--- config.mk ---
export PLATFORM = sky130hd
export DESIGN_NAME = bwec_ctrl
export DESIGN_NICKNAME = d
export VERILOG_FILES = /design/src/rtl/bwec_pkg.sv /design/src/rtl/bwec_ctrl.sv
export SDC_FILE = /design/constraint.sdc
export NUM_CORES = 1
export LEC_CHECK = 0
export ABC_AREA = 1
export BUFFER_PORTS_ARGS = -buffer_cell sky130_fd_sc_hd__buf_2
export CAP_MARGIN = 20
export CELL_PAD_IN_SITES_DETAIL_PLACEMENT = 1
export CELL_PAD_IN_SITES_GLOBAL_PLACEMENT = 2
export CORE_MARGIN = 4
export CORE_UTILIZATION = 35
export CTS_CLUSTER_DIAMETER = 120
export CTS_CLUSTER_SIZE = 8
export DETAILED_ROUTE_END_ITERATION = 7
export HOLD_SLACK_MARGIN = 0.06
export PLACE_DENSITY_LB_ADDON = 0.1
export SYNTH_ARGS = -nofsm -noshare
export SYNTH_HDL_FRONTEND = slang
export SYNTH_SLANG_ARGS = --single-unit
--- constraint.sdc ---
create_clock -name clk -period 3.7 [get_ports clk]
set_input_delay 0.74 -clock clk [delete_from_list [all_inputs] [get_ports clk]]
set_output_delay 0.74 -clock clk [all_outputs]
set_load 0.01 [all_outputs]
--- src/rtl/bwec_pkg.sv ---
// shared types, codes and saturation helpers for the ball wall and collision stepper
package bwec_pkg;

	localparam int BALLS_DEF = 8;
	localparam int MAX_SLOTS = 8;
	localparam int POS_W = 20;
	localparam int VEL_W = 24;
	localparam int DT_W = 16;
	localparam int LIM_W = 19;
	localparam int ACT_W = 4;
	localparam int IDX_W = 3;
	localparam int CFG_W = 2;
	localparam int QW = 25;
	localparam int WORD_W = 2 * POS_W + 2 * VEL_W;

	localparam logic [CFG_W-1:0] CFG_ACTIVE  = 2'd0;
	localparam logic [CFG_W-1:0] CFG_WALL    = 2'd1;
	localparam logic [CFG_W-1:0] CFG_CONTACT = 2'd2;

	typedef logic [4:0] op_t;

	localparam op_t OP_NONE  = 5'd0;
	localparam op_t OP_LOAD  = 5'd1;
	localparam op_t OP_STEP  = 5'd2;
	localparam op_t OP_READ  = 5'd3;
	localparam op_t OP_LD_I  = 5'd4;
	localparam op_t OP_MOVE  = 5'd5;
	localparam op_t OP_POS   = 5'd6;
	localparam op_t OP_WALL  = 5'd7;
	localparam op_t OP_LD_J  = 5'd8;
	localparam op_t OP_SQ    = 5'd9;
	localparam op_t OP_SUM   = 5'd10;
	localparam op_t OP_DOT1  = 5'd11;
	localparam op_t OP_DOT2  = 5'd12;
	localparam op_t OP_MAG   = 5'd13;
	localparam op_t OP_PP    = 5'd14;
	localparam op_t OP_PPS   = 5'd15;
	localparam op_t OP_DIV   = 5'd16;
	localparam op_t OP_APPLY = 5'd17;
	localparam op_t OP_WR_J  = 5'd18;
	localparam op_t OP_WR_I  = 5'd19;

	typedef struct packed {
		op_t              op;
		logic [IDX_W-1:0] addr;
	} dp_cmd_t;

	typedef struct packed {
		logic skip;
	} dp_stat_t;

	function automatic logic signed [POS_W-1:0] sat_pos(input logic signed [26:0] v);
		if (v > 27'sd524287)
			return 20'sh7FFFF;
		else if (v < -27'sd524288)
			return 20'sh80000;
		else
			return v[POS_W-1:0];
	endfunction

	function automatic logic signed [VEL_W-1:0] sat_vel(input logic signed [26:0] v);
		if (v > 27'sd8388607)
			return 24'sh7FFFFF;
		else if (v < -27'sd8388608)
			return 24'sh800000;
		else
			return v[VEL_W-1:0];
	endfunction

	function automatic logic signed [VEL_W-1:0] neg_vel(input logic signed [VEL_W-1:0] v);
		if (v == 24'sh800000)
			return 24'sh7FFFFF;
		else
			return -v;
	endfunction

endpackage

--- src/rtl/bwec_ctrl.sv ---
// controller: walks balls and later pairs, sequences the datapath
module bwec_ctrl import bwec_pkg::*; #(
	parameter int BALLS = BALLS_DEF
) (
	input  logic             clk,
	input  logic             arst_n,
	input  logic             start,
	input  logic             cmd,
	input  logic [ACT_W-1:0] active_balls,
	input  dp_stat_t         stat_i,
	output dp_cmd_t          cmd_o,
	output logic             busy,
	output logic             result_valid,
	output logic [IDX_W-1:0] out_index,
	output logic             last
);

	localparam int NB = (BALLS < MAX_SLOTS) ? BALLS : MAX_SLOTS;

	localparam logic [4:0] S_IDLE  = 5'd0;
	localparam logic [4:0] S_RDI   = 5'd1;
	localparam logic [4:0] S_LDI   = 5'd2;
	localparam logic [4:0] S_MOVE  = 5'd3;
	localparam logic [4:0] S_POS   = 5'd4;
	localparam logic [4:0] S_WALL  = 5'd5;
	localparam logic [4:0] S_RDJ   = 5'd6;
	localparam logic [4:0] S_LDJ   = 5'd7;
	localparam logic [4:0] S_SQ    = 5'd8;
	localparam logic [4:0] S_SUM   = 5'd9;
	localparam logic [4:0] S_CHK   = 5'd10;
	localparam logic [4:0] S_DOT1  = 5'd11;
	localparam logic [4:0] S_DOT2  = 5'd12;
	localparam logic [4:0] S_MAG   = 5'd13;
	localparam logic [4:0] S_PP    = 5'd14;
	localparam logic [4:0] S_PPS   = 5'd15;
	localparam logic [4:0] S_DIV   = 5'd16;
	localparam logic [4:0] S_APPLY = 5'd17;
	localparam logic [4:0] S_WRJ   = 5'd18;
	localparam logic [4:0] S_WRI   = 5'd19;

	logic [4:0]       state_q, state_d;
	logic [ACT_W-1:0] n_q, i_q, j_q, n_calc, i_inc, j_inc;
	logic [4:0]       k_q;

	assign n_calc = (active_balls < 4'(NB)) ? active_balls : 4'(NB);
	assign i_inc = i_q + 4'd1;
	assign j_inc = j_q + 4'd1;

	always_comb begin
		state_d = state_q;
		cmd_o.op = OP_NONE;
		cmd_o.addr = i_q[IDX_W-1:0];
		unique case (state_q)
			S_IDLE: begin
				if (start) begin
					if (cmd) begin
						cmd_o.op = OP_STEP;
						if (n_calc != '0)
							state_d = S_RDI;
					end else begin
						cmd_o.op = OP_LOAD;
					end
				end
			end
			S_RDI: begin
				cmd_o.op = OP_READ;
				state_d = S_LDI;
			end
			S_LDI: begin
				cmd_o.op = OP_LD_I;
				state_d = S_MOVE;
			end
			S_MOVE: begin
				cmd_o.op = OP_MOVE;
				state_d = S_POS;
			end
			S_POS: begin
				cmd_o.op = OP_POS;
				state_d = S_WALL;
			end
			S_WALL: begin
				cmd_o.op = OP_WALL;
				state_d = (i_inc < n_q) ? S_RDJ : S_WRI;
			end
			S_RDJ: begin
				cmd_o.op = OP_READ;
				cmd_o.addr = j_q[IDX_W-1:0];
				state_d = S_LDJ;
			end
			S_LDJ: begin
				cmd_o.op = OP_LD_J;
				state_d = S_SQ;
			end
			S_SQ: begin
				cmd_o.op = OP_SQ;
				state_d = S_SUM;
			end
			S_SUM: begin
				cmd_o.op = OP_SUM;
				state_d = S_CHK;
			end
			S_CHK: begin
				if (!stat_i.skip)
					state_d = S_DOT1;
				else
					state_d = (j_inc < n_q) ? S_RDJ : S_WRI;
			end
			S_DOT1: begin
				cmd_o.op = OP_DOT1;
				state_d = S_DOT2;
			end
			S_DOT2: begin
				cmd_o.op = OP_DOT2;
				state_d = S_MAG;
			end
			S_MAG: begin
				cmd_o.op = OP_MAG;
				state_d = S_PP;
			end
			S_PP: begin
				cmd_o.op = OP_PP;
				state_d = S_PPS;
			end
			S_PPS: begin
				cmd_o.op = OP_PPS;
				state_d = S_DIV;
			end
			S_DIV: begin
				cmd_o.op = OP_DIV;
				if (k_q == '0)
					state_d = S_APPLY;
			end
			S_APPLY: begin
				cmd_o.op = OP_APPLY;
				state_d = S_WRJ;
			end
			S_WRJ: begin
				cmd_o.op = OP_WR_J;
				cmd_o.addr = j_q[IDX_W-1:0];
				state_d = (j_inc < n_q) ? S_RDJ : S_WRI;
			end
			S_WRI: begin
				cmd_o.op = OP_WR_I;
				state_d = (i_inc < n_q) ? S_RDI : S_IDLE;
			end
			default: state_d = S_IDLE;
		endcase
	end

	always_ff @(posedge clk or negedge arst_n) begin
		if (!arst_n) begin
			state_q <= S_IDLE;
			n_q <= '0;
			i_q <= '0;
			j_q <= '0;
			k_q <= '0;
		end else begin
			state_q <= state_d;
			if (state_q == S_IDLE && start && cmd) begin
				n_q <= n_calc;
				i_q <= '0;
			end
			if (state_q == S_WALL)
				j_q <= i_inc;
			if (state_q == S_WRJ || (state_q == S_CHK && stat_i.skip))
				j_q <= j_inc;
			if (state_q == S_WRI)
				i_q <= i_inc;
			if (state_q == S_PPS)
				k_q <= 5'(QW - 1);
			else if (state_q == S_DIV)
				k_q <= k_q - 5'd1;
		end
	end

	assign busy = (state_q != S_IDLE);
	assign result_valid = (state_q == S_WALL);
	assign out_index = i_q[IDX_W-1:0];
	assign last = (i_inc == n_q);

endmodule

## Word level (Yosys, flattened, before mapping)

Cells that the tools add are included.

| cells by class | value |
|---|---|
| add/subtract/negate cells | 3 |
| equality and inequality tests | 24 |
| multiplexer cells | 20 |
| reductions and logical operators | 14 |
| order comparisons | 3 |

Operator list:

| cell | number |
|---|---|
| case mux 5 bit (20 select lines) | 1 |
| case mux 5 bit (18 select lines) | 1 |
| 2-to-1 mux 5 bit | 10 |
| equality test 5 x 4 -> 1 bit, second input constant | 8 |
| equality test 5 x 3 -> 1 bit, second input constant | 4 |
| equality test 5 bit, second input constant | 4 |
| 2-to-1 mux 4 bit | 5 |
| equality test 5 x 2 -> 1 bit, second input constant | 2 |
| logical NOT 5 bit | 2 |
| adder 4 x 1 -> 4 bit, second input constant | 2 |
| less-than comparator 4 bit | 2 |
| != test 2 bit, second input constant | 4 |
| nonzero test 2 bit | 3 |
| equality test 5 x 1 -> 1 bit, second input constant | 1 |
| nonzero test 5 bit | 1 |
| subtractor 5 x 1 -> 5 bit, second input constant | 1 |
| equality test 4 bit | 1 |
| less-than comparator 4 bit, second input constant | 1 |
| AND reduction 4 bit | 1 |
| nonzero test 4 bit | 1 |
| OR reduction 2 bit | 2 |
| logical AND 1 bit | 3 |
| 2-to-1 mux 3 bit | 1 |
| 2-to-1 mux 2 bit | 1 |
| 2 further kinds | 2 |

| word-level totals | value |
|---|---|
| flip-flop bits (word level) | 22 |
| word-level logic and storage cells | 69 |
| output and inout port bits | 14 |

## Logic depth before layout (Yosys ltp)

| logic depth | value |
|---|---|
| depth in word-level cells | 7 |
| depth in mapped cells | 12 |

## Worst setup path after synthesis

Ideal clock, no wire load.

| path | value |
|---|---|
| path type | register -> output |
| start | register i_q[0] |
| end | output last |
| data required time | 2.960 ns |
| stages on the path, launching flop included | 7 |
| path slack | 1.589 ns |
| path buffers | 0 |
| data arrival time | 1.371 ns |
| cells stage by stage | dfrtp_1 ha_1 xnor2_1 inv_1 ha_1 nand2_1 nor2_1 |

| between the ends | value |
|---|---|
| cells in the longest elaborated chain, start to end | 2 |

RTL lines:

| what | RTL line | RTL |
|---|---|---|
| start: declaration | bwec_ctrl.sv:42 | `logic [ACT_W-1:0] n_q, i_q, j_q, n_calc, i_inc, j_inc;` |
| start signal: assignment | bwec_ctrl.sv:168 | `i_q <= i_inc;` |
| adder 4 x 1 -> 4 bit | bwec_ctrl.sv:46 | `assign i_inc = i_q + 4'd1;` |
| equality test 4 bit | bwec_ctrl.sv:179 | `assign last = (i_inc == n_q);` |
| end: declaration | bwec_ctrl.sv:15 | `output logic last` |

Every way passes these cells.

## Worst setup path after layout

Same ends and word-level chain as after synthesis.

==> metrics.md <==
| Metric | Value |
|---|---|
| Die width | 77.1 um |
| Asr flop ratio synth | 100% |
| Vias/cell | 5.16 |
| Synth Instances | 228 |
| DRC violations left | 0 |
| Worst Path Required | 2.96 ns |
| Max-cap viol count | 0 |
| DR pass1 iterations | 4 |
| Main combinational cell family by area after synthesis | simple AND/OR/NAND/NOR gates |
| Share of the synthesized area in the top cell type | 33.0% |
| Leading area contributor after synthesis | dfrtp_1 |
| Avg Inst Size Synth | 7.32 um^2 |
| Die height | 77.1 um |
| Worst slew pin tran | 0.566 ns |
| Port Buffers | 22 |
| Antenna violation net count after detailed routing | 0 |
| Slowest Stage Delay on Critical Path | 0.51 ns |
| Status | complete, no violations |
| Max clock buf depth | 2 |
| Post-synthesis simple-gate area fraction | 32.4% |
| Core Util, Final | 41.8% |
| GR Layer Usage met3 | 2.11% |
| Initial antenna violation count | 0 |
| Data arrival time of the worst path | 1.91 ns |
| Core ar. | 4470 um^2 |
| Worst path slowest cell | dfrtp_1 |
| Overall power | 1.65 mW |
| Min cycle time layout | 2.65 ns |
| Vias in the first global route | 1593 |
| Nets | 271 |
| Setup slack at placement | 1.39 ns |
| Grt total ovfl | 0 |
| WS Path Type | reg2out |
| Synthesized area | 1670 um^2 |
| I/O Pins | 23 |
| Hold Fails Final Rpt | 0 |
| DRT iter0 DRCs | 50 |
| WP buf/inv | 2 |
| Rows | 24 |
| Compound-cell area share of the yosys netlist | 13.3% |
| Most frequent cell after synthesis | nand2_1 |
| Startpoint Class | register |
| Post-CTS Setup Inserts | 0 |
| Leak | 1.04 nW |
| Area growth from synthesis to layout | 12.0% |
| Delay-heaviest family, CP | flip-flops |
| Layout cells sized above 1 | 22.4% |
| Root buffer selected by CTS | clkbuf_8 |
| CTS tree | built |
| Post-synth EDFFs | 0 |
| Routed WL | 4.46 mm |
| Syn. warnings | 0 |
| Met1 Use GR | 21.0% |
| Gpl congestion | 0.833 |
| Sequential area share after synthesis | 33.0% |
| Hpwl dp | 3.56 mm |
| Pin count of the biggest net entering global routing | 23 |
| Post-synthesis adder-cell area fraction | 8.25% |
| Fmax | 378 MHz |
| Main area contributors after synthesis | dfrtp_1, nand2_1, ha_1 |
| Skew-Pair Late Insertion Delay | 0.27 ns |
| Final setup violation count | 0 |
| Critical Path Sink Type | output port |
| Vias after detailed routing | 1557 |
| Resize count post-CTS | 0 |
| Busiest grt layer | met2 |
| Starting Density | 37.3% |
| First-pass GRT wire length | 7.61 mm |
| Synth cell types | 31 |
| Hold Buf Count CTS | 0 |
| Worst slew margin | 62.3% |
| Most frequent cells after synthesis | nand2_1, inv_1, dfrtp_1 |
| Gr usage total | 15.9% |
| Slew Viols, Final | 0 |
| Worst-case vdd ir drop | 0.000209 V |
| Syn Nets | 248 |
| Synth Area in XOR/XNOR | 2.10% |
| CTS buffer count | 3 |
| Post-synthesis register bit count | 22 |
| CP Cell Sequence | nand3_1 > xor2_1 > inv_1 > ha_1 > nand2_1 > nor2_1 > buf_2 |
| Hold WC Path Type | in2async |
| Antenna diodes | 0 |
| Flop2flop setup slack | 1.63 ns |
| Ys flop type | dfrtp_1 |
| Setup repair after global routing missed its margin | no |
| Htree depth | 1 |
| Drt wl/cell | 14.8 um |
| Critical path peak fanout | 8 |
| CTS sink cnt | 22 |
| Met2 Track Usage GR | 27.4% |
| Skew final | 0.00628 ns |
| Final Worst Setup Slack | 1.05 ns |
| Die footprint | 5940 um^2 |
| Power Dens Cells | 882 nW/um^2 |
| Tcrit/Tclk final | 71.5% |
| Setup TNS | 0 ns |
| Post-synthesis mux area share | 0% |
| CTS clk-pin slew, worst paths | 0.09 ns |
==> state kept, by name, summed over array words and instances (netlist names) <==
register,cells
state_q,5
j_q,4
n_q,4
k_q,5
i_q,4
==> final timing paths <==
check,from,endpoint,cells past startpoint
setup / recovery,i_q[0]$_DFFE_PN0P_,last,7
max in group asynchronous,arst_n,n_q[0]$_DFFE_PN0P_,1
hold / removal,arst_n,state_q[3]$_DFFE_PN0P_,1
hold reg to reg,k_q[4]$_DFFE_PN0P_,k_q[4]$_DFFE_PN0P_,2
min in group clk,k_q[4]$_DFFE_PN0P_,k_q[4]$_DFFE_PN0P_,2
setup reg to reg,i_q[0]$_DFFE_PN0P_,state_q[0]$_DFFE_PN0P_,10
==> cell type report <==
type | count | area [um^2]
fill | 600 | 2610
multi-input combinational | 161 | 935
sequential | 22 | 551
inverter | 41 | 154
timing repair buffer | 22 | 110
tap | 52 | 65.1
clock buffer | 4 | 55.1
==> layer usage <==
metal	wire length, um	part of all wire [%]	vias to the layer above
met5	0	0	-
met4	50	1.1	0
met3	200	4.5	5
met2	2100	47	31
met1	2110	47	740
li1	-	-	781
==> cells in the final DEF (no fill, tap or decap) <==
master / n
dfrtp_1: 22
o21ai_1: 4
or2_4: 1
o21ai_2: 2
a31oi_1: 2
nand3_2: 2
inv_2: 8
ha_1: 11
a21oi_1: 8
o21a_1: 1
a211oi_1: 1
buf_2: 22
nor2_1: 11
nand2_1: 51
nor2_4: 2
a22oi_1: 2
inv_1: 33
nor3_1: 6
o211ai_1: 1
xnor2_1: 2
nand2_4: 1
nor2_8: 1
nor2_2: 9
o21ai_0: 8
a21o_1: 3
nand2_2: 4
nand4_1: 3
o22ai_1: 5
nand3_1: 16
clkbuf_8: 4
xor2_1: 2
nand3b_1: 2
==> report_power, final <==
part / leakage (nW) / switching, mW / internal [mW] / total (mW)
Clock: 0.0288 / 0.0860 / 0.0951 / 0.181
Combinational: 0.730 / 0.626 / 0.377 / 1.00
Sequential: 0.284 / 0.124 / 0.342 / 0.466
==> kinds of logic after synthesis <==
kind of cell | count (synthesis)
compound gates | 37
flops | 22
buf+inv | 45
xor+xnor | 4
fa+ha+maj | 11
simple gates | 109
==> stage by stage <==
stage / area [um^2] / hold slack (ns) / cells
finish: 1870 / 0.454 / 302
global route: 1870 / 0.483 / 302
CTS: 1870 / 0.468 / 302
detailed placement: 1810 / 0.472 / 298
global placement: 1810 / 0.465 / 298
floorplan: 1670 / 0.444 / 228
Note: power is estimated with default switching activity, not from simulation.
